### config.mk
export PLATFORM = sky130hd
export DESIGN_NAME = keypad_code_lock_controller_core
export DESIGN_NICKNAME = d
export VERILOG_FILES = /design/src/design/kcl_pkg.sv /design/src/design/kcl_csr.sv /design/src/design/kcl_engine.sv /design/src/design/keypad_code_lock_controller_core.sv
export SDC_FILE = /design/constraint.sdc
export NUM_CORES = 1
export LEC_CHECK = 0
export BUFFER_PORTS_ARGS = -buffer_cell sky130_fd_sc_hd__buf_2
export CAP_MARGIN = 20
export CORE_ASPECT_RATIO = 1.75
export CORE_MARGIN = 5
export CORE_UTILIZATION = 30
export CTS_BUF_LIST = sky130_fd_sc_hd__clkbuf_4 sky130_fd_sc_hd__clkbuf_8 sky130_fd_sc_hd__clkbuf_16
export DETAILED_ROUTE_END_ITERATION = 10
export PLACE_DENSITY_LB_ADDON = 0.3
export SLEW_MARGIN = 20
export SYNTH_ARGS = -nofsm -noshare
export SYNTH_HDL_FRONTEND = slang
export SYNTH_SLANG_ARGS = --single-unit
### constraint.sdc
create_clock -name clock -period 5.34 [get_ports clock]
set_input_delay 0.534 -clock clock [delete_from_list [all_inputs] [get_ports clock]]
set_output_delay 0.534 -clock clock [all_outputs]
set_load 0.03 [all_outputs]
### src/design/kcl_pkg.sv
`default_nettype none
package kcl_pkg;

   // Length of the secret code; the entry ring always holds eight slots.
   localparam int CODE_LEN    = 8;
   localparam int ENTRY_SLOTS = 8;
   localparam int PTR_W       = 3;

   // Event codes carried in the func field.
   localparam logic [1:0] FUNC_KEY  = 2'd0;
   localparam logic [1:0] FUNC_TONE = 2'd1;
   localparam logic [1:0] FUNC_TICK = 2'd2;

   // Key codes.
   localparam logic [3:0] KEY_CLEAR   = 4'd10;
   localparam logic [3:0] KEY_CONFIRM = 4'd11;
   localparam logic [3:0] KEY_BELL    = 4'd15;
   localparam logic [3:0] KEY_DIGIT_MAX = 4'd9;

   // Sound modes.
   localparam logic [1:0] MODE_IDLE  = 2'd0;
   localparam logic [1:0] MODE_BELL  = 2'd1;
   localparam logic [1:0] MODE_ALARM = 2'd2;

   // Confirm verdicts.
   localparam logic [1:0] VERDICT_NONE     = 2'd0;
   localparam logic [1:0] VERDICT_ACCEPTED = 2'd1;
   localparam logic [1:0] VERDICT_REJECTED = 2'd2;

   // Tone timer reload choices.
   localparam logic [1:0] RELOAD_SHORT = 2'd0;
   localparam logic [1:0] RELOAD_LONG  = 2'd1;
   localparam logic [1:0] RELOAD_FREE  = 2'd2;

   // Configuration register indexes.
   localparam int CSR_INDEX_W = 3;
   localparam logic [CSR_INDEX_W-1:0] CSR_CODE_DIGITS      = 3'd0;
   localparam logic [CSR_INDEX_W-1:0] CSR_WRONG_LIMIT      = 3'd1;
   localparam logic [CSR_INDEX_W-1:0] CSR_TONE_PHASE_COUNT = 3'd2;
   localparam logic [CSR_INDEX_W-1:0] CSR_TICKS_PER_SECOND = 3'd3;
   localparam logic [CSR_INDEX_W-1:0] CSR_OPEN_SECONDS     = 3'd4;

   typedef struct packed {
      logic [31:0] code_digits;
      logic [3:0]  wrong_limit;
      logic [9:0]  tone_phase_count;
      logic [5:0]  ticks_per_second;
      logic [3:0]  open_seconds;
   } kcl_cfg_type;

   typedef struct packed {
      logic             relay_on;
      logic             alarm_level;
      logic             bell_level;
      logic             tone_running;
      logic [1:0]       tone_reload;
      logic [1:0]       mode;
      logic [1:0]       verdict;
      logic [PTR_W-1:0] entry_position;
      logic [3:0]       wrong_attempts;
   } kcl_result_type;

endpackage
`default_nettype wire

### src/design/kcl_csr.sv
`default_nettype none
module kcl_csr
   import kcl_pkg::*;
(
   input  wire logic                   clock,
   input  wire logic                   reset,
   input  wire logic                   write_en,
   input  wire logic [CSR_INDEX_W-1:0] write_index,
   input  wire logic [31:0]            write_data,
   output kcl_cfg_type                 cfg
);

   kcl_cfg_type cfg_ff;
   kcl_cfg_type cfg_in;

   always_comb begin
      cfg_in = cfg_ff;
      if (write_en) begin
         unique case (write_index)
            CSR_CODE_DIGITS:      cfg_in.code_digits      = write_data;
            CSR_WRONG_LIMIT:      cfg_in.wrong_limit      = write_data[3:0];
            CSR_TONE_PHASE_COUNT: cfg_in.tone_phase_count = write_data[9:0];
            CSR_TICKS_PER_SECOND: cfg_in.ticks_per_second = write_data[5:0];
            CSR_OPEN_SECONDS:     cfg_in.open_seconds     = write_data[3:0];
            default: ;
         endcase
      end
   end

   always_ff @(posedge clock) begin
      if (reset) begin
         cfg_ff.code_digits      <= 32'd1144201745;
         cfg_ff.wrong_limit      <= 4'd3;
         cfg_ff.tone_phase_count <= 10'd400;
         cfg_ff.ticks_per_second <= 6'd20;
         cfg_ff.open_seconds     <= 4'd4;
      end else begin
         cfg_ff <= cfg_in;
      end
   end

   assign cfg = cfg_ff;

endmodule
`default_nettype wire

### src/design/kcl_engine.sv
`default_nettype none
module kcl_engine
   import kcl_pkg::*;
(
   input  wire logic       clock,
   input  wire logic       reset,
   input  wire logic       advance,
   input  wire logic [1:0] func,
   input  wire logic [3:0] key_code,
   input  kcl_cfg_type     cfg,
   output kcl_result_type  result
);

   logic [3:0]       entry_ff [ENTRY_SLOTS];
   logic [3:0]       entry_in [ENTRY_SLOTS];
   logic [PTR_W-1:0] ptr_ff, ptr_in;
   logic             fail_ff, fail_in;
   logic [3:0]       attempts_ff, attempts_in;
   logic [1:0]       mode_ff, mode_in;
   logic             tone_en_ff, tone_en_in;
   logic [10:0]      tone_cnt_ff, tone_cnt_in;
   logic [1:0]       reload_ff, reload_in;
   logic             bell_ff, bell_in;
   logic             alarm_ff, alarm_in;
   logic             relay_ff, relay_in;
   logic             door_on_ff, door_on_in;
   logic [5:0]       subsec_ff, subsec_in;
   logic [3:0]       sec_ff, sec_in;
   logic [1:0]       verdict_ff, verdict_in;

   logic             mismatch;
   logic [PTR_W:0]   ptr_inc;
   logic [10:0]      tone_inc;
   logic [10:0]      phase_ext;
   logic [10:0]      phase_twice;
   logic [3:0]       attempts_inc;

   // Parallel compare of the typed digits against the stored code.
   always_comb begin
      mismatch = 1'b0;
      for (int i = 0; i < CODE_LEN; i++) begin
         if (cfg.code_digits[4*i +: 4] != entry_ff[i]) begin
            mismatch = 1'b1;
         end
      end
   end

   assign ptr_inc      = {1'b0, ptr_ff} + 1'b1;
   assign tone_inc     = tone_cnt_ff + 11'd1;
   assign phase_ext    = {1'b0, cfg.tone_phase_count};
   assign phase_twice  = {cfg.tone_phase_count, 1'b0};
   assign attempts_inc = attempts_ff + 4'd1;

   always_comb begin
      entry_in    = entry_ff;
      ptr_in      = ptr_ff;
      fail_in     = fail_ff;
      attempts_in = attempts_ff;
      mode_in     = mode_ff;
      tone_en_in  = tone_en_ff;
      tone_cnt_in = tone_cnt_ff;
      reload_in   = reload_ff;
      bell_in     = bell_ff;
      alarm_in    = alarm_ff;
      relay_in    = relay_ff;
      door_on_in  = door_on_ff;
      subsec_in   = subsec_ff;
      sec_in      = sec_ff;
      verdict_in  = verdict_ff;

      unique case (func)
         FUNC_KEY: begin
            if (key_code <= KEY_DIGIT_MAX) begin
               entry_in[ptr_ff] = key_code;
               if (ptr_inc >= (PTR_W+1)'(CODE_LEN)) begin
                  ptr_in = '0;
               end else begin
                  ptr_in = ptr_inc[PTR_W-1:0];
               end
            end else if (key_code == KEY_CLEAR) begin
               for (int i = 0; i < ENTRY_SLOTS; i++) begin
                  entry_in[i] = '0;
               end
               ptr_in     = '0;
               fail_in    = 1'b0;
               verdict_in = VERDICT_NONE;
            end else if (key_code == KEY_CONFIRM) begin
               // The fail mark is sticky: once set, every confirm is rejected until the entry is cleared.
               fail_in = fail_ff | mismatch;
               if (!(fail_ff | mismatch)) begin
                  verdict_in = VERDICT_ACCEPTED;
                  relay_in   = 1'b1;
                  door_on_in = 1'b1;
                  mode_in    = MODE_IDLE;
                  alarm_in   = 1'b0;
                  tone_en_in = 1'b0;
               end else begin
                  verdict_in  = VERDICT_REJECTED;
                  attempts_in = attempts_inc;
                  if (attempts_inc == cfg.wrong_limit) begin
                     tone_en_in  = 1'b1;
                     mode_in     = MODE_ALARM;
                     attempts_in = '0;
                  end
               end
            end else if (key_code == KEY_BELL) begin
               tone_en_in = 1'b1;
               mode_in    = MODE_BELL;
            end
         end
         FUNC_TONE: begin
            if (tone_en_ff && mode_ff == MODE_BELL) begin
               bell_in     = ~bell_ff;
               tone_cnt_in = tone_inc;
               if (tone_inc < phase_ext) begin
                  reload_in = RELOAD_SHORT;
               end else if (tone_inc < phase_twice) begin
                  reload_in = RELOAD_LONG;
               end else begin
                  tone_cnt_in = '0;
                  tone_en_in  = 1'b0;
                  mode_in     = MODE_IDLE;
               end
            end else if (tone_en_ff && mode_ff == MODE_ALARM) begin
               alarm_in    = ~alarm_ff;
               tone_cnt_in = tone_inc;
               if (tone_inc < phase_ext) begin
                  reload_in = RELOAD_SHORT;
               end else begin
                  tone_cnt_in = '0;
                  reload_in   = RELOAD_FREE;
               end
            end
         end
         FUNC_TICK: begin
            if (door_on_ff) begin
               subsec_in = subsec_ff + 6'd1;
               if (subsec_in == cfg.ticks_per_second) begin
                  sec_in    = sec_ff + 4'd1;
                  subsec_in = '0;
               end
            end
         end
         default: ;
      endcase

      // Door closing is checked after every event while the timer runs.
      if (door_on_in && sec_in == cfg.open_seconds) begin
         relay_in   = 1'b0;
         sec_in     = '0;
         door_on_in = 1'b0;
         for (int i = 0; i < ENTRY_SLOTS; i++) begin
            entry_in[i] = '0;
         end
         ptr_in     = '0;
         fail_in    = 1'b0;
         verdict_in = VERDICT_NONE;
      end
   end

   always_ff @(posedge clock) begin
      if (reset) begin
         for (int i = 0; i < ENTRY_SLOTS; i++) begin
            entry_ff[i] <= '0;
         end
         ptr_ff      <= '0;
         fail_ff     <= 1'b0;
         attempts_ff <= '0;
         mode_ff     <= MODE_IDLE;
         tone_en_ff  <= 1'b0;
         tone_cnt_ff <= '0;
         reload_ff   <= RELOAD_SHORT;
         bell_ff     <= 1'b0;
         alarm_ff    <= 1'b0;
         relay_ff    <= 1'b0;
         door_on_ff  <= 1'b0;
         subsec_ff   <= '0;
         sec_ff      <= '0;
         verdict_ff  <= VERDICT_NONE;
      end else if (advance) begin
         entry_ff    <= entry_in;
         ptr_ff      <= ptr_in;
         fail_ff     <= fail_in;
         attempts_ff <= attempts_in;
         mode_ff     <= mode_in;
         tone_en_ff  <= tone_en_in;
         tone_cnt_ff <= tone_cnt_in;
         reload_ff   <= reload_in;
         bell_ff     <= bell_in;
         alarm_ff    <= alarm_in;
         relay_ff    <= relay_in;
         door_on_ff  <= door_on_in;
         subsec_ff   <= subsec_in;
         sec_ff      <= sec_in;
         verdict_ff  <= verdict_in;
      end
   end

   // The word reports the state as it stands after the event.
   always_comb begin
      result.relay_on       = relay_in;
      result.alarm_level    = alarm_in;
      result.bell_level     = bell_in;
      result.tone_running   = tone_en_in;
      result.tone_reload    = reload_in;
      result.mode           = mode_in;
      result.verdict        = verdict_in;
      result.entry_position = ptr_in;
      result.wrong_attempts = attempts_in;
   end

endmodule
`default_nettype wire

### src/design/keypad_code_lock_controller_core.sv
`default_nettype none
// Channel   Direction  Handshake             Payload
// req       in         req_valid/req_ready   req_func, req_key_code
// rsp       out        rsp_valid/rsp_ready   relay, tone, mode, verdict and count fields
// csr       in         csr_valid/csr_ready   csr_index, csr_data
//
// One word in, one word out. A word waits in the input register, and its result is
// written to the output register when the word advances out of it.
// A new word is taken every cycle while the output does not stall.
// A stalled output holds the input register; req_ready then drops.
// Synchronous reset clears the lock state and the valid flags and reloads the register
// defaults; csr_ready is always high.
module keypad_code_lock_controller_core
   import kcl_pkg::*;
(
   input  wire logic                   clock,
   input  wire logic                   reset,
   input  wire logic                   req_valid,
   output      logic                   req_ready,
   input  wire logic [1:0]             req_func,
   input  wire logic [3:0]             req_key_code,
   output      logic                   rsp_valid,
   input  wire logic                   rsp_ready,
   output      logic                   rsp_relay_on,
   output      logic                   rsp_alarm_level,
   output      logic                   rsp_bell_level,
   output      logic                   rsp_tone_running,
   output      logic [1:0]             rsp_tone_reload,
   output      logic [1:0]             rsp_mode,
   output      logic [1:0]             rsp_verdict,
   output      logic [PTR_W-1:0]       rsp_entry_position,
   output      logic [3:0]             rsp_wrong_attempts,
   input  wire logic                   csr_valid,
   output      logic                   csr_ready,
   input  wire logic [CSR_INDEX_W-1:0] csr_index,
   input  wire logic [31:0]            csr_data
);

   kcl_cfg_type    cfg;
   kcl_result_type step_result;
   kcl_result_type rsp_ff;

   logic       in_valid_ff;
   logic [1:0] in_func_ff;
   logic [3:0] in_key_ff;
   logic       rsp_valid_ff;
   logic       advance;

   assign csr_ready = 1'b1;

   kcl_csr u_csr (
      .clock       (clock),
      .reset       (reset),
      .write_en    (csr_valid),
      .write_index (csr_index),
      .write_data  (csr_data),
      .cfg         (cfg)
   );

   assign advance   = in_valid_ff && (!rsp_valid_ff || rsp_ready);
   assign req_ready = !in_valid_ff || advance;

   always_ff @(posedge clock) begin
      if (reset) begin
         in_valid_ff <= 1'b0;
      end else if (req_ready) begin
         in_valid_ff <= req_valid;
      end
   end

   always_ff @(posedge clock) begin
      if (req_ready && req_valid) begin
         in_func_ff <= req_func;
         in_key_ff  <= req_key_code;
      end
   end

   kcl_engine u_engine (
      .clock    (clock),
      .reset    (reset),
      .advance  (advance),
      .func     (in_func_ff),
      .key_code (in_key_ff),
      .cfg      (cfg),
      .result   (step_result)
   );

   always_ff @(posedge clock) begin
      if (reset) begin
         rsp_valid_ff <= 1'b0;
      end else if (advance) begin
         rsp_valid_ff <= 1'b1;
      end else if (rsp_ready) begin
         rsp_valid_ff <= 1'b0;
      end
   end

   always_ff @(posedge clock) begin
      if (advance) begin
         rsp_ff <= step_result;
      end
   end

   assign rsp_valid          = rsp_valid_ff;
   assign rsp_relay_on       = rsp_ff.relay_on;
   assign rsp_alarm_level    = rsp_ff.alarm_level;
   assign rsp_bell_level     = rsp_ff.bell_level;
   assign rsp_tone_running   = rsp_ff.tone_running;
   assign rsp_tone_reload    = rsp_ff.tone_reload;
   assign rsp_mode           = rsp_ff.mode;
   assign rsp_verdict        = rsp_ff.verdict;
   assign rsp_entry_position = rsp_ff.entry_position;
   assign rsp_wrong_attempts = rsp_ff.wrong_attempts;

   // The tone timer runs exactly when a bell or alarm is sounding.
   assert property (@(posedge clock) disable iff (reset)
      rsp_valid |-> (rsp_tone_running == (rsp_mode != MODE_IDLE)))
      else $error("tone enable disagrees with sound mode");

   // The entry pointer never leaves the code length.
   assert property (@(posedge clock) disable iff (reset)
      rsp_valid |-> (rsp_entry_position < PTR_W'(CODE_LEN) || CODE_LEN == ENTRY_SLOTS))
      else $error("entry pointer beyond code length");

   // A word held in the input register must not be lost while the output stalls.
   assert property (@(posedge clock) disable iff (reset)
      (in_valid_ff && rsp_valid && !rsp_ready) |=> in_valid_ff)
      else $error("input word dropped during output stall");

   // Nothing is presented in the cycle after reset.
   assert property (@(posedge clock) disable iff (reset)
      $past(reset) |-> !rsp_valid)
      else $error("result valid straight after reset");

endmodule
`default_nettype wire

### Yosys cells after proc, flatten, opt, wreduce, memory -nomap -nowiden

Cells that the tools add are included.

| word-level totals | value |
|---|---|
| bits in registers | 153 |
| input port bits | 46 |
| output and inout bits | 20 |
| logic and storage cells | 200 |

| operators by class | value |
|---|---|
| $add $sub $neg | 5 |
| magnitude comparators | 6 |
| equal/unequal tests | 23 |
| muxes and demuxes | 96 |
| bitwise logic cells | 4 |
| reduce and logical (&&, ||, !) cells | 26 |

Operators by type and width:

| kind | count |
|---|---|
| $mux 32 | 4 |
| $mux 11 | 5 |
| $mux 1 | 44 |
| $mux 4 | 11 |
| $mux 2 | 21 |
| $bwmux 32 | 1 |
| $ne 4x4->1 | 8 |
| $mux 3 | 5 |
| $demux 4 s3 | 1 |
| $eq 4x4->1 const B | 3 |
| $add 11x1->11 const B | 1 |
| $lt 11x10->1 | 1 |
| $lt 11x11->1 | 1 |
| $reduce_and 2->1 | 5 |
| $reduce_and 3->1 | 3 |
| $add 4x1->4 const B | 2 |
| $eq 4x4->1 | 2 |
| $ge 4x4->1 const B | 2 |
| $add 6x1->6 const B | 1 |
| $eq 3x2->1 const B | 2 |
| $eq 6x6->1 | 1 |
| $logic_and 1x1->1 | 6 |
| $mux 6 | 1 |
| $reduce_bool 2->1 | 3 |
| other kinds (19) | 26 |

### Longest topological paths before layout

Gate-level depths: netlist (run 1).

| depth | value |
|---|---|
| depth after elaboration | 18 |
| depth in mapped cells | 15 |

### Hierarchy

A second synthesis (run 1) with hierarchy kept.

| second synthesis, totals | value |
|---|---|
| cells, all modules | 1,039 |
| area total of the unflattened synthesis | 8,838.5 µm² |

By module, submodules not included:

| module | instances | cells an instance | area each (µm²) | sequential area each (µm²) |
|---|---|---|---|---|
| kcl_engine | 1 | 775 | 5,677.9 | 1,441.4 |
| kcl_csr | 1 | 229 | 2,354.8 | 1,121.1 |
| keypad_code_lock_controller_core | 1 | 35 | 805.8 | 730.7 |

### Least setup slack after synthesis (run 1)

Ideal clock, no wire load.

| timing | value |
|---|---|
| path type | reg2reg |
| start | reg u_engine.tone_cnt_ff[3] |
| end | reg u_engine.tone_cnt_ff[9] |
| library setup time | 70 ps |
| arrival time | 3,094 ps |
| required time | 5,270 ps |
| slack | 2,175 ps |
| cell stages (with the launch flop) | 16 |
| period minus slack after synthesis | 3,165 ps |
| path through | dfxtp_1 clkbuf_1 nand2_1 nor2_1 nand3_1 nor2_1 xor2_1 ha_1 nand2_1 nor2_1 a211oi_1 nand3_1 o31ai_1 clkbuf_1 nand3_1 a21oi_1 |

| on the way | value |
|---|---|
| word-level cells in the longest chain between the ends | 5 |
| elaborated cells on any way between the ends | 8 |
| those cells by class | add/sub (1); order compare (2); mux (5) |

Ends and longest elaborated chain:

| element | line | source |
|---|---|---|
| from (decl) | kcl_engine.sv:21 | `logic [10:0] tone_cnt_ff, tone_cnt_in;` |
| from (signal assigned) | kcl_engine.sv:187 | `tone_cnt_ff <= tone_cnt_in;` |
| $add 11x1->11 * | kcl_engine.sv:49 | `assign tone_inc = tone_cnt_ff + 11'd1;` |
| $lt 11x10->1 or $lt 11x11->1 (tied branches) | kcl_engine.sv:115, kcl_engine.sv:127, kcl_engine.sv:117 |  |
| $mux 11, on equally long branches | kcl_engine.sv:127, kcl_engine.sv:117 |  |
| $mux 11, on equally long branches | kcl_engine.sv:124, kcl_engine.sv:115 |  |
| $mux 11 * | kcl_engine.sv:112 | `if (tone_en_ff && mode_ff == MODE_BELL) begin` |

Every way passes the cells marked *; elsewhere a longest branch is shown, timed or not. The select of a mux whose other input is x is not followed.
A chain may end at the register's enable or synchronous reset.

### Worst setup path in the final report (run 1)

| timing | value |
|---|---|
| start | reg in_func_ff[1] |
| end | reg u_engine.entry_ff[11] (netlist name) |

| on the way | value |
|---|---|
| word-level cells in the longest chain between the ends | 6 |
| elaborated cells on any way between the ends | 10 |
| those cells by class | eq/ne (2); mux (3); reduce/logical (5) |

Ends and longest elaborated chain:

| element | line | source |
|---|---|---|
| from (decl) | keypad_code_lock_controller_core.sv:44 | `logic [1:0] in_func_ff;` |
| from (signal assigned) | keypad_code_lock_controller_core.sv:73 | `in_func_ff <= req_func;` |
| $eq 2x2->1 | kcl_engine.sv:71 | `unique case (func)` |
| $mux 4 | kcl_engine.sv:71 |  |
| $eq 4x4->1 | kcl_engine.sv:148 | `if (door_on_in && sec_in == cfg.open_seconds) begin` |
| $logic_and 1x1->1 | kcl_engine.sv:148 |  |
| $reduce_bool 3->1 (no line) or $reduce_bool 2->1 (tied branches) | -- |  |
| $reduce_and 3->1 (no line) | -- |  |
| to (signal assigned) | kcl_engine.sv:181 | `entry_ff <= entry_in;` |
| to (decl) | kcl_engine.sv:14 | `logic [3:0] entry_ff [ENTRY_SLOTS];` |

Parallel ways exist; a longest one is shown, timed or not.

==> Flow_metrics.wiki, run 1 <==
{| class="wikitable"
! Metric !! Value
|-
| Floorplan die area || 28900 um2
|-
| EDFF count, synth || 23
|-
| Cell count after synthesis || 893
|-
| Number of H-tree levels || 4
|-
| Clock Pin Slew Worst Setup and Hold Paths || 0.07 ns
|-
| Count of inserted antenna diode cells || 0
|-
| Final number of setup-violating endpoints || 0
|-
| Number of warnings reported in the yosys synthesis log || 0
|-
| Post-synthesis to final-layout area growth || 16.1%
|-
| Total placed cells including tap cells || 1240
|-
| Clk sinks || 153
|-
| Final HPWL DP || 15600 um
|-
| Count of filler cells inserted in the layout || 2667
|-
| Maximum clock frequency || 0.263 GHz
|-
| Final core utilization || 35.2%
|-
| Worst Setup EP || u_engine.entry_ff[11]$_SDFFE_PP0P_
|-
| Flop and latch count out of synthesis || 153
|-
| Buffer depth of the longest clock path || 2
|-
| Number of hold violations in the final report || 0
|-
| R2R Path End || u_engine.entry_ff[11]$_SDFFE_PP0P_
|-
| Total I/O pin count || 66
|-
| Number of buffers inserted for hold repair after clock tree synthesis || 0
|-
| Pre-CTS setup slack || 1.61 ns
|-
| Static leakage || 3.40 nW
|-
| Total non-filler cell area in the finished layout || 8880 um2
|-
| Share of post-route cells with drive strength above 1 || 13.8%
|-
| Chip height || 221 um
|-
| Port Buffer Count || 64
|-
| Launch point of the worst path || in_func_ff[1]$_DFFE_PP_
|-
| Post-route ant nets || 0
|-
| Final setup slack of the worst path || 1.54 ns
|-
| First DRT Iteration DRCs || 333
|-
| Outcome || completed
|-
| Pins Over Slew Limit || 0
|-
| Pin count of the biggest net entering global routing || 62
|-
| Slew margin rel. || 33.1%
|-
| Number of distinct library cells after synthesis || 72
|-
| Num CTS Buffers || 17
|-
| Number of global-route vias before repair || 6299
|-
| Residual DRC count || 0
|-
| Vias post-DR || 6308
|-
| Die width || 131 um
|-
| Gp weighted congestion || 0.863
|-
| Count of buffers added by post-CTS timing repair for setup || 0
|-
| Overall Global Routing Usage || 14.7%
|-
| # nets final || 1012
|-
| Data arrival time of the worst path || 4.15 ns
|-
| Crit. End Element || flip-flop
|-
| Worst Clk Skew || 0.00958 ns
|-
| Required time of the worst setup path || 5.69 ns
|-
| Syn Nets || 962
|-
| Mapped cell area || 7650 um2
|-
| Mean Syn Cell Area || 8.57 um2
|-
| PD cells || 298 nW/um2
|-
| Non-filler instance count after layout || 1272
|-
| Worst vdd ir || 0.219 mV
|-
| Register-to-register setup slack || 1.54 ns
|-
| Number of search-and-repair iterations in the first detailed-routing pass || 4
|-
| Placement Cell Area || 8260 um2
|-
| Origin of the critical flop-to-flop path || in_func_ff[1]$_DFFE_PP_
|-
| First-pass GRT wire length || 33300 um
|-
| Maxcap violations || 0
|-
| Worst-Margin Slew || 1.00 ns
|-
| Antenna violations before repair || 0
|-
| Power after layout || 2.65 mW
|-
| Max FO, Critical Path || 19
|-
| Clock root buffer master || clkbuf_16
|-
| Drt wl/cell || 16.3 um
|-
| Number of cells upsized or downsized after cts || 0
|-
| Synth async-reset ratio || 0%
|-
| Worst-case hold slack || 0.282 ns
|-
| Category of the worst setup path launch point || flip-flop
|-
| Worst skew pair latency || 0.43 ns
|-
| Hold Crit Class || in2reg
|-
| Share of the yosys chip area belonging to registers || 43.0%
|-
| Class of the most critical setup path || reg2reg
|-
| Post-synth top flop || dfxtp_1
|-
| GR Overflow Total || 0
|-
| Count of cells along the worst register-to-register path || 7
|-
| Core region area || 25200 um2
|-
| TritonCTS clock tree || yes
|-
| Crit path time final || 3.80 ns
|-
| Core Rows || 77
|-
| DRT Wirelength || 20700 um
|-
| Avg Vias per Cell || 4.96
|-
| Initial Util || 30.3%
|-
| Final sum of negative setup slack || 0 ns
|-
| RSZ-0062 raised after global routing || no
|-
| Fraction of the cycle the final worst path needs || 71.2%
|}
[flip-flops by register name (all words and copies together), names as in the netlist, 3 cells and up]
name / cells
u_engine.tone_cnt_ff: 11
u_engine.subsec_ff: 6
u_engine.ptr_ff: 3
in_key_ff: 4
u_engine.entry_ff: 32
u_csr.cfg: 56
u_engine.sec_ff: 4
u_engine.attempts_ff: 4
rsp_wrong_attempts: 4
rsp_entry_position: 3
[synth_stat cells (3+ instances only)]
cell	n	area (um2)
nand2b_1	8	50.1
buf_1	6	22.5
mux2i_1	8	80.1
xor2_1	46	403
a21oi_1	66	330
o21ai_0	23	115
o21ai_1	3	15.0
ha_1	23	288
o211ai_1	6	45.0
o31a_1	3	26.3
nor2_1	53	199
edfxtp_1	23	691
o21a_1	3	22.5
xnor2_1	20	175
nor2b_1	10	62.6
nor3_1	15	75.1
a21o_1	5	37.5
mux2_2	3	33.8
o22ai_1	33	206
inv_1	51	191
nor4_1	13	81.3
a211oi_1	9	67.6
a31oi_1	11	68.8
nand4_1	9	56.3
o31ai_1	3	22.5
nand3_1	37	185
buf_2	3	15.0
clkbuf_1	31	116
and4_1	5	43.8
nand2_1	157	589
o2111ai_4	4	105
dfxtp_1	130	2600
and3_1	10	62.6
or3_1	3	18.8
nand3b_1	5	37.5
and2_1	8	50.1
[placed cells by master, fill, tap and decap left out, types with 6 or more instances in the layout]
cell / count
and3_1: 10
a21oi_1: 66
inv_1: 51
clkbuf_16: 19
xnor2_1: 20
nand2b_1: 8
a211oi_1: 9
o21ai_0: 23
nor3_1: 15
nor2_1: 53
dfxtp_1: 130
xor2_1: 46
nor4_1: 13
nor2b_1: 10
and2_1: 8
nand2_1: 156
a31oi_1: 11
o22ai_1: 33
mux2i_1: 8
nand3_1: 37
buf_4: 10
edfxtp_1: 23
nand4_1: 9
buf_2: 64
ha_1: 23
o211ai_1: 6
[cells by family after synthesis]
logic type | after synthesis | synth area share (%)
buf+inv | 94 | 4.91
mux | 11 | 1.49
flops | 153 | 43.0
compound gates | 194 | 17.1
simple gates | 351 | 22.1
fa+ha+maj | 23 | 3.76
other cells | 1 | 0.0490
xor+xnor | 66 | 7.55
[power breakdown]
part           leakage, nW  internal [mW]  switching (mW)
combinational         1.82         0.0632           0.118
clock                0.303          0.725           0.521
sequential            1.28           1.19          0.0247
[worst max-delay path: stages (launching register included)]
cell and delay (ns):
edfxtp_1 0.51, nor2_2 0.42, nand2_1 0.19, nor3_1 0.34, nor4b_2 0.87, o22a_1 0.85, o2111ai_4 0.31, o22ai_1 0.23
[worst min path at each step]
| stage | from | endpoint | slack (ns) | depth (start not counted) |
|---|---|---|---|---|
| floorplan | u_csr.cfg[11]$_SDFFE_PP0P_ | u_csr.cfg[11]$_SDFFE_PP0P_ | 0.44 | 2 |
| global placement | u_csr.cfg[13]$_SDFFE_PP0P_ | u_csr.cfg[13]$_SDFFE_PP0P_ | 0.44 | 2 |
| detailed placement | u_csr.cfg[15]$_SDFFE_PP0P_ | u_csr.cfg[15]$_SDFFE_PP0P_ | 0.45 | 2 |
| CTS | req_func[1] | in_func_ff[1]$_DFFE_PP_ | 0.26 | 1 |
| global route | req_func[1] | in_func_ff[1]$_DFFE_PP_ | 0.25 | 1 |
| finish | req_func[1] | in_func_ff[1]$_DFFE_PP_ | 0.28 | 1 |
[cell type report]
cell class,instances,area [um2],area share (%)
repair buffers,74,395,4.45
flip-flops and latches,153,3290,37.1
clock inverters,12,126,1.42
inverters,51,191,2.15
well taps,316,395,4.45
multi-input cells,646,3990,45.0
clock buffers,20,489,5.51
[metal layers]
metal / track usage, % / share of wire (%) / vias to the layer above
met1: 15.1 / 38 / 2947
met2: 28.2 / 56 / 93
li1: - / - / 3236
met4: 6.18 / 3.1 / 0
met5: 0 / 0 / -
met3: 2.58 / 2.8 / 32
(Power assumes the default switching activity.)
==> run 2, diff against run 1 <==
==> constraint.sdc (replaced) <==
create_clock -name clock -period 3.7 [get_ports clock]
set_input_delay 0.37 -clock clock [delete_from_list [all_inputs] [get_ports clock]]
set_output_delay 0.37 -clock clock [all_outputs]
set_load 0.03 [all_outputs]
==> Flow_metrics.wiki, run 2 (synthesized netlist as in run 1, its figures left out) <==
{| class="wikitable"
! Metric !! Value
|-
| Outcome || completed
|-
| Overall Global Routing Usage || 15.0%
|-
| Post-synthesis to final-layout area growth || 16.4%
|-
| Pins Over Slew Limit || 0
|-
| Antenna violations before repair || 0
|-
| Leading cell type in the layout, fill and taps excluded || nand2_1
|-
| Category of the worst setup path launch point || flip-flop
|-
| Count of inserted antenna diode cells || 0
|-
| First-pass GRT wire length || 33800 um
|-
| Post-route ant nets || 0
|-
| Final number of setup-violating endpoints || 0
|-
| Top library cells by usage in the layout, fill and taps aside || 157 x nand2_1, 130 x dfxtp_1, 66 x a21oi_1
|-
| Buffer depth of the longest clock path || 2
|-
| Clock root buffer master || clkbuf_16
|-
| Maximum clock frequency || 0.311 GHz
|-
| Final sum of negative setup slack || 0 ns
|-
| Number of buffers inserted for hold repair after clock tree synthesis || 0
|-
| Hold Crit Class || in2reg
|-
| Worst Clk Skew || 0.00724 ns
|-
| GR Util met2 || 28.0%
|-
| Worst-Margin Slew || 0.883 ns
|-
| Pin count of the biggest net entering global routing || 47
|-
| Residual DRC count || 0
|-
| Count of cells along the worst register-to-register path || 12
|-
| Count of buffers added by post-CTS timing repair for setup || 0
|-
| Number of cells upsized or downsized after cts || 0
|-
| Vias post-DR || 6428
|-
| Crit. End Element || flip-flop
|-
| Worst vdd ir || 0.333 mV
|-
| Core region area || 25200 um2
|-
| Origin of the critical flop-to-flop path || u_engine.tone_cnt_ff[2]$_SDFFE_PP0P_
|-
| Final HPWL DP || 16000 um
|-
| Dominant cell type by count on the critical path || nand3_1
|-
| Chip height || 221 um
|-
| Global Route met3 Usage || 2.97%
|-
| Required time of the worst setup path || 3.89 ns
|-
| Floorplan die area || 28900 um2
|-
| Number of search-and-repair iterations in the first detailed-routing pass || 5
|-
| Worst skew pair latency || 0.44 ns
|-
| Crit path time final || 3.21 ns
|-
| GR Overflow Total || 0
|-
| Avg Vias per Cell || 5.02
|-
| Final core utilization || 35.3%
|-
| Port Buffer Count || 64
|-
| Worst Setup EP || rsp_tone_running$_DFFE_PP_
|-
| Gp weighted congestion || 0.822
|-
| First DRT Iteration DRCs || 260
|-
| Die width || 131 um
|-
| Number of H-tree levels || 4
|-
| Register-to-register setup slack || 0.49 ns
|-
| Met1 routing resource usage after global routing || 15.4%
|-
| PD cells || 419 nW/um2
|-
| Slew margin rel. || 40.6%
|-
| DRT Wirelength || 21000 um
|-
| Total I/O pin count || 66
|-
| R2R Path End || rsp_tone_running$_DFFE_PP_
|-
| # nets final || 1020
|-
| Most used routing layer in global routing || met2
|-
| Drt wl/cell || 16.4 um
|-
| Maxcap violations || 0
|-
| Class of the most critical setup path || reg2reg
|-
| Core Rows || 77
|-
| Max FO, Critical Path || 6
|-
| RSZ-0062 raised after global routing || no
|-
| Static leakage || 3.42 nW
|-
| Max reg flops || 56
|-
| Worst stage delay on the critical path || 0.41 ns
|-
| Data arrival time of the worst path || 3.40 ns
|-
| Cell-by-cell listing of the critical path || nand3_1 > nor2_1 > nand3_1 > nor2_1 > xor2_1 > ha_1 > and4_1 > nand3_1 > or4_1 > nand3_1 > a31oi_1 > o31a_1
|-
| Num CTS Buffers || 17
|-
| Initial Util || 30.3%
|-
| TritonCTS clock tree || yes
|-
| Clock Pin Slew Worst Setup and Hold Paths || 0.06 ns
|-
| Fraction of the cycle the final worst path needs || 86.9%
|-
| Share of post-route cells with drive strength above 1 || 14.3%
|-
| Clk sinks || 153
|-
| Launch point of the worst path || u_engine.tone_cnt_ff[2]$_SDFFE_PP0P_
|-
| Slowest stage cell on the critical path || or4_1
|-
| Number of hold violations in the final report || 0
|-
| Number of global-route vias before repair || 6428
|}
[run 2: cell count changes in the layout (fill, tap and decap cells not counted), moves of 2 or more]
| cell | previous run | this run |
|---|---|---|
| buf_4 | 10 | 17 |
| clkinv_2 | 1 | 4 |
| clkinv_4 | 2 | 6 |
| inv_6 | 5 | 2 |
| inv_8 | 2 | 0 |
[run 2: worst min path at each step]
stage                                           from  depth (start not counted)  slack, ns                    endpoint
final                                    req_func[0]                          1       0.11     in_func_ff[0]$_DFFE_PP_
after global routing                     req_func[0]                          1       0.09     in_func_ff[0]$_DFFE_PP_
after CTS                                req_func[0]                          1       0.09     in_func_ff[0]$_DFFE_PP_
after detailed placement  u_csr.cfg[13]$_SDFFE_PP0P_                          2       0.45  u_csr.cfg[13]$_SDFFE_PP0P_
after global placement    u_csr.cfg[13]$_SDFFE_PP0P_                          2       0.44  u_csr.cfg[13]$_SDFFE_PP0P_
after floorplan           u_csr.cfg[11]$_SDFFE_PP0P_                          2       0.44  u_csr.cfg[11]$_SDFFE_PP0P_
[run 2: worst max-delay path, delay by kind of cell (launching register included)]
family                   cells  cell delay (ns)
AND/OR/NAND/NOR              8             1.69
AO/OA/AOI/OAI                2             0.44
flip-flops                   1             0.40
XOR/XNOR                     1             0.25
adder cells (fa/ha/maj)      1             0.17
[run 2: layout make-up]
cell class	count	area, um2
clock buffers	19	458
clock inverters	13	120
fillers	2688	16300
inverters	51	191
multi-input cells	646	3980
flip-flops and latches	153	3290
well taps	316	395
repair buffers	82	463
[run 2: per-layer routing]
| metal | up-vias | wire (um) | share of wire [%] |
|---|---|---|---|
| met1 | 2995 | 7770 | 37 |
| li1 | 3248 | - | - |
| met3 | 48 | 801 | 3.8 |
| met4 | 0 | 888 | 4.2 |
| met2 | 137 | 11600 | 55 |
| met5 | - | 0 | 0 |
[run 2: where the power goes]
group | internal (mW) | total [mW] | switching, mW
Clock | 0.977 | 1.70 | 0.725
Sequential | 1.72 | 1.76 | 0.0363
Combinational | 0.0966 | 0.270 | 0.173
Total | 2.80 | 3.73 | 0.935
[run 2: through the flow]
step | hold WS (ns) | instance area (um2) | total power [mW] | cells | worst slack [ns]
final | 0.110 | 8900 | 3.73 | 1280 | 0.486
after floorplan | 0.436 | 7650 | 1.96 | 893 | 0.535
after global routing | 0.0854 | 8900 | 3.88 | 1280 | 0.161
after CTS | 0.0858 | 8900 | 3.78 | 1280 | 0.470
after global placement | 0.443 | 8310 | 2.07 | 1247 | 0.553
after detailed placement | 0.451 | 8330 | 2.07 | 1248 | 0.480
==> run 3, diff against run 2 <==
--- a/config.mk
+++ b/config.mk
@@ -12,6 +12,7 @@
 export CORE_UTILIZATION = 30
 export CTS_BUF_LIST = sky130_fd_sc_hd__clkbuf_4 sky130_fd_sc_hd__clkbuf_8 sky130_fd_sc_hd__clkbuf_16
 export DETAILED_ROUTE_END_ITERATION = 10
+export GPL_TIMING_DRIVEN = 0
 export PLACE_DENSITY_LB_ADDON = 0.3
 export SLEW_MARGIN = 20
 export SYNTH_ARGS = -nofsm -noshare
==> constraint.sdc (replaced) <==
create_clock -name clock -period 3 [get_ports clock]
set_input_delay 0.3 -clock clock [delete_from_list [all_inputs] [get_ports clock]]
set_output_delay 0.3 -clock clock [all_outputs]
set_load 0.03 [all_outputs]
==> Flow_metrics.wiki, run 3 (synthesized netlist as in run 1, its figures left out) <==
{| class="wikitable"
! Metric !! Value
|-
| Number of global-route vias before repair || 6817
|-
| Fraction of the cycle the final worst path needs || 102%
|-
| Final setup slack of the worst path || -0.0621 ns
|-
| Residual DRC count || 0
|-
| Total non-filler cell area in the finished layout || 9400 um2
|-
| Share of post-route cells with drive strength above 1 || 19.4%
|-
| Core Rows || 77
|-
| Pre-CTS setup slack || -1.00 ns
|-
| Class of the most critical setup path || reg2reg
|-
| Buffer depth of the longest clock path || 2
|-
| Post-route ant nets || 0
|-
| Max reg flops || 56
|-
| Die width || 131 um
|-
| Crit path time final || 3.06 ns
|-
| Leading cell type in the layout, fill and taps excluded || nand2_1
|-
| Clock Pin Slew Worst Setup and Hold Paths || 0.06 ns
|-
| # nets final || 1060
|-
| Clock root buffer master || clkbuf_16
|-
| Post-synthesis to final-layout area growth || 22.9%
|-
| Multi-input combinational cell area || 4260 um2
|-
| Category of the worst setup path launch point || flip-flop
|-
| PD cells || 501 nW/um2
|-
| RSZ-0062 raised after global routing || yes
|-
| Clk sinks || 153
|-
| Worst vdd ir || 0.395 mV
|-
| Worst-Margin Slew || 0.874 ns
|-
| Antenna violations before repair || 1
|-
| Violations in the final reports || setup timing
|-
| Data arrival time of the worst path || 3.24 ns
|-
| Maximum clock frequency || 0.327 GHz
|-
| First-pass GRT wire length || 36300 um
|-
| Static leakage || 3.58 nW
|-
| Top library cells by usage in the layout, fill and taps aside || 153 x nand2_1, 122 x dfxtp_1, 67 x buf_2
|-
| Drt wl/cell || 17.9 um
|-
| Outcome || finished with violations
|-
| Slew margin rel. || 41.8%
|-
| TritonCTS clock tree || yes
|-
| Worst Clk Skew || 0.0110 ns
|-
| Floorplan die area || 28900 um2
|-
| Max FO, Critical Path || 4
|-
| Number of hold violations in the final report || 0
|-
| Required time of the worst setup path || 3.18 ns
|-
| Crit. End Element || flip-flop
|-
| Placement Cell Area || 8390 um2
|-
| Worst skew pair latency || 0.44 ns
|-
| Hold Crit Class || in2reg
|-
| Pins Over Slew Limit || 0
|-
| Overall Global Routing Usage || 16.5%
|-
| DRT Wirelength || 23600 um
|-
| Chip height || 221 um
|-
| Number of search-and-repair iterations in the first detailed-routing pass || 5
|-
| Maxcap violations || 0
|-
| First DRT Iteration DRCs || 230
|-
| Initial Util || 30.3%
|-
| Sequential cell area in the final layout || 3310 um2
|-
| Core region area || 25200 um2
|-
| Port Buffer Count || 63
|-
| GR Overflow Total || 0
|-
| Total I/O pin count || 66
|-
| Gp weighted congestion || 0.834
|-
| Avg Vias per Cell || 5.11
|-
| Num CTS Buffers || 17
|-
| Count of filler cells inserted in the layout || 2610
|-
| Number of H-tree levels || 4
|-
| Final HPWL DP || 18000 um
|-
| Pin count of the biggest net entering global routing || 27
|-
| Final sum of negative setup slack || -0.0915 ns
|-
| Final number of setup-violating endpoints || 2
|-
| Vias post-DR || 6755
|}
## run 3: changes by cell type in the layout (fill, tap and decap cells not counted), moves of 5 or more
cell / before / now
a21oi_1: 66 / 61
clkbuf_1: 0 / 27
a211oi_2: 1 / 7
a211oi_1: 9 / 3
dfxtp_2: 0 / 5
nand3_1: 37 / 32
dfxtp_1: 130 / 122
buf_1: 0 / 6
a21oi_2: 1 / 6
## run 3: where the power goes
part / internal [mW] / switching [mW] / total, mW
logic: 0.124 / 0.245 / 0.368
clock network: 1.29 / 0.889 / 2.18
registers: 2.13 / 0.0385 / 2.16
## run 3: what timing repair did
action,in CTS,in global routing
hold buffers,0,0
gates resized for setup,48,19
cloned,1,0
endpoints found under the setup margin,74,67
pin swaps,28,17
buffers inserted,10,5
## run 3: final cells by class
cell class	count	area share, %
Multi-Input combinational cell	646	45.3
Sequential cell	153	35.2
Clock buffer	20	4.90
Timing Repair Buffer	81	4.84
Tap cell	316	4.20
Inverter	51	2.04
Buffer	41	2.00
Clock inverter	12	1.45
Antenna cell	1	0.0266
## run 3: final timing paths
check,start,end,slack [ns],depth (start not counted)
max,u_engine.tone_cnt_ff[0]$_SDFFE_PP0P_,rsp_mode[0]$_DFFE_PP_,-0.06,14
min reg2reg,u_csr.cfg[12]$_SDFFE_PP0P_,u_csr.cfg[12]$_SDFFE_PP0P_,0.46,2
min,req_key_code[0],in_key_ff[0]$_DFFE_PP_,0.04,1
max reg2reg,u_engine.tone_cnt_ff[0]$_SDFFE_PP0P_,rsp_mode[0]$_DFFE_PP_,-0.06,14
## run 3: metal layers
metal	track usage [%]	vias to the layer above	routed length, um	part of all wire (%)
met2	32.8	124	13900	59
met1	14.5	3230	7760	33
met5	0	-	0	0
met3	3.35	58	785	3.3
li1	-	3343	-	-
met4	8.93	0	1160	4.9
## run 3: worst max-delay path: stages (launching register included)
cell and delay [ns]:
dfxtp_4 0.38, ha_4 0.14, and2_4 0.15, nand4_1 0.19, xor2_2 0.25, inv_2 0.07
ha_4 0.27, and4_4 0.21, nand3_2 0.07, or4_4 0.43, nand3_4 0.12, buf_4 0.14
nand4_1 0.11, a21oi_2 0.17, o21ai_1 0.09
## run 3: stage by stage
| stage | util [%] | std cells | power [mW] | hold slack (ns) |
|---|---|---|---|---|
| 2_1_floorplan | - | 893 | 2.42 | 0.399 |
| 3_3_place_gp | 33.2 | 1272 | 2.55 | 0.443 |
| 3_5_place_dp | 33.2 | 1273 | 2.56 | 0.452 |
| 4_1_cts | 36.7 | 1314 | 4.75 | 0.0238 |
| 5_1_grt | 37.2 | 1320 | 4.87 | 0.0288 |
| 6_report | 37.3 | 1321 | 4.71 | 0.0403 |
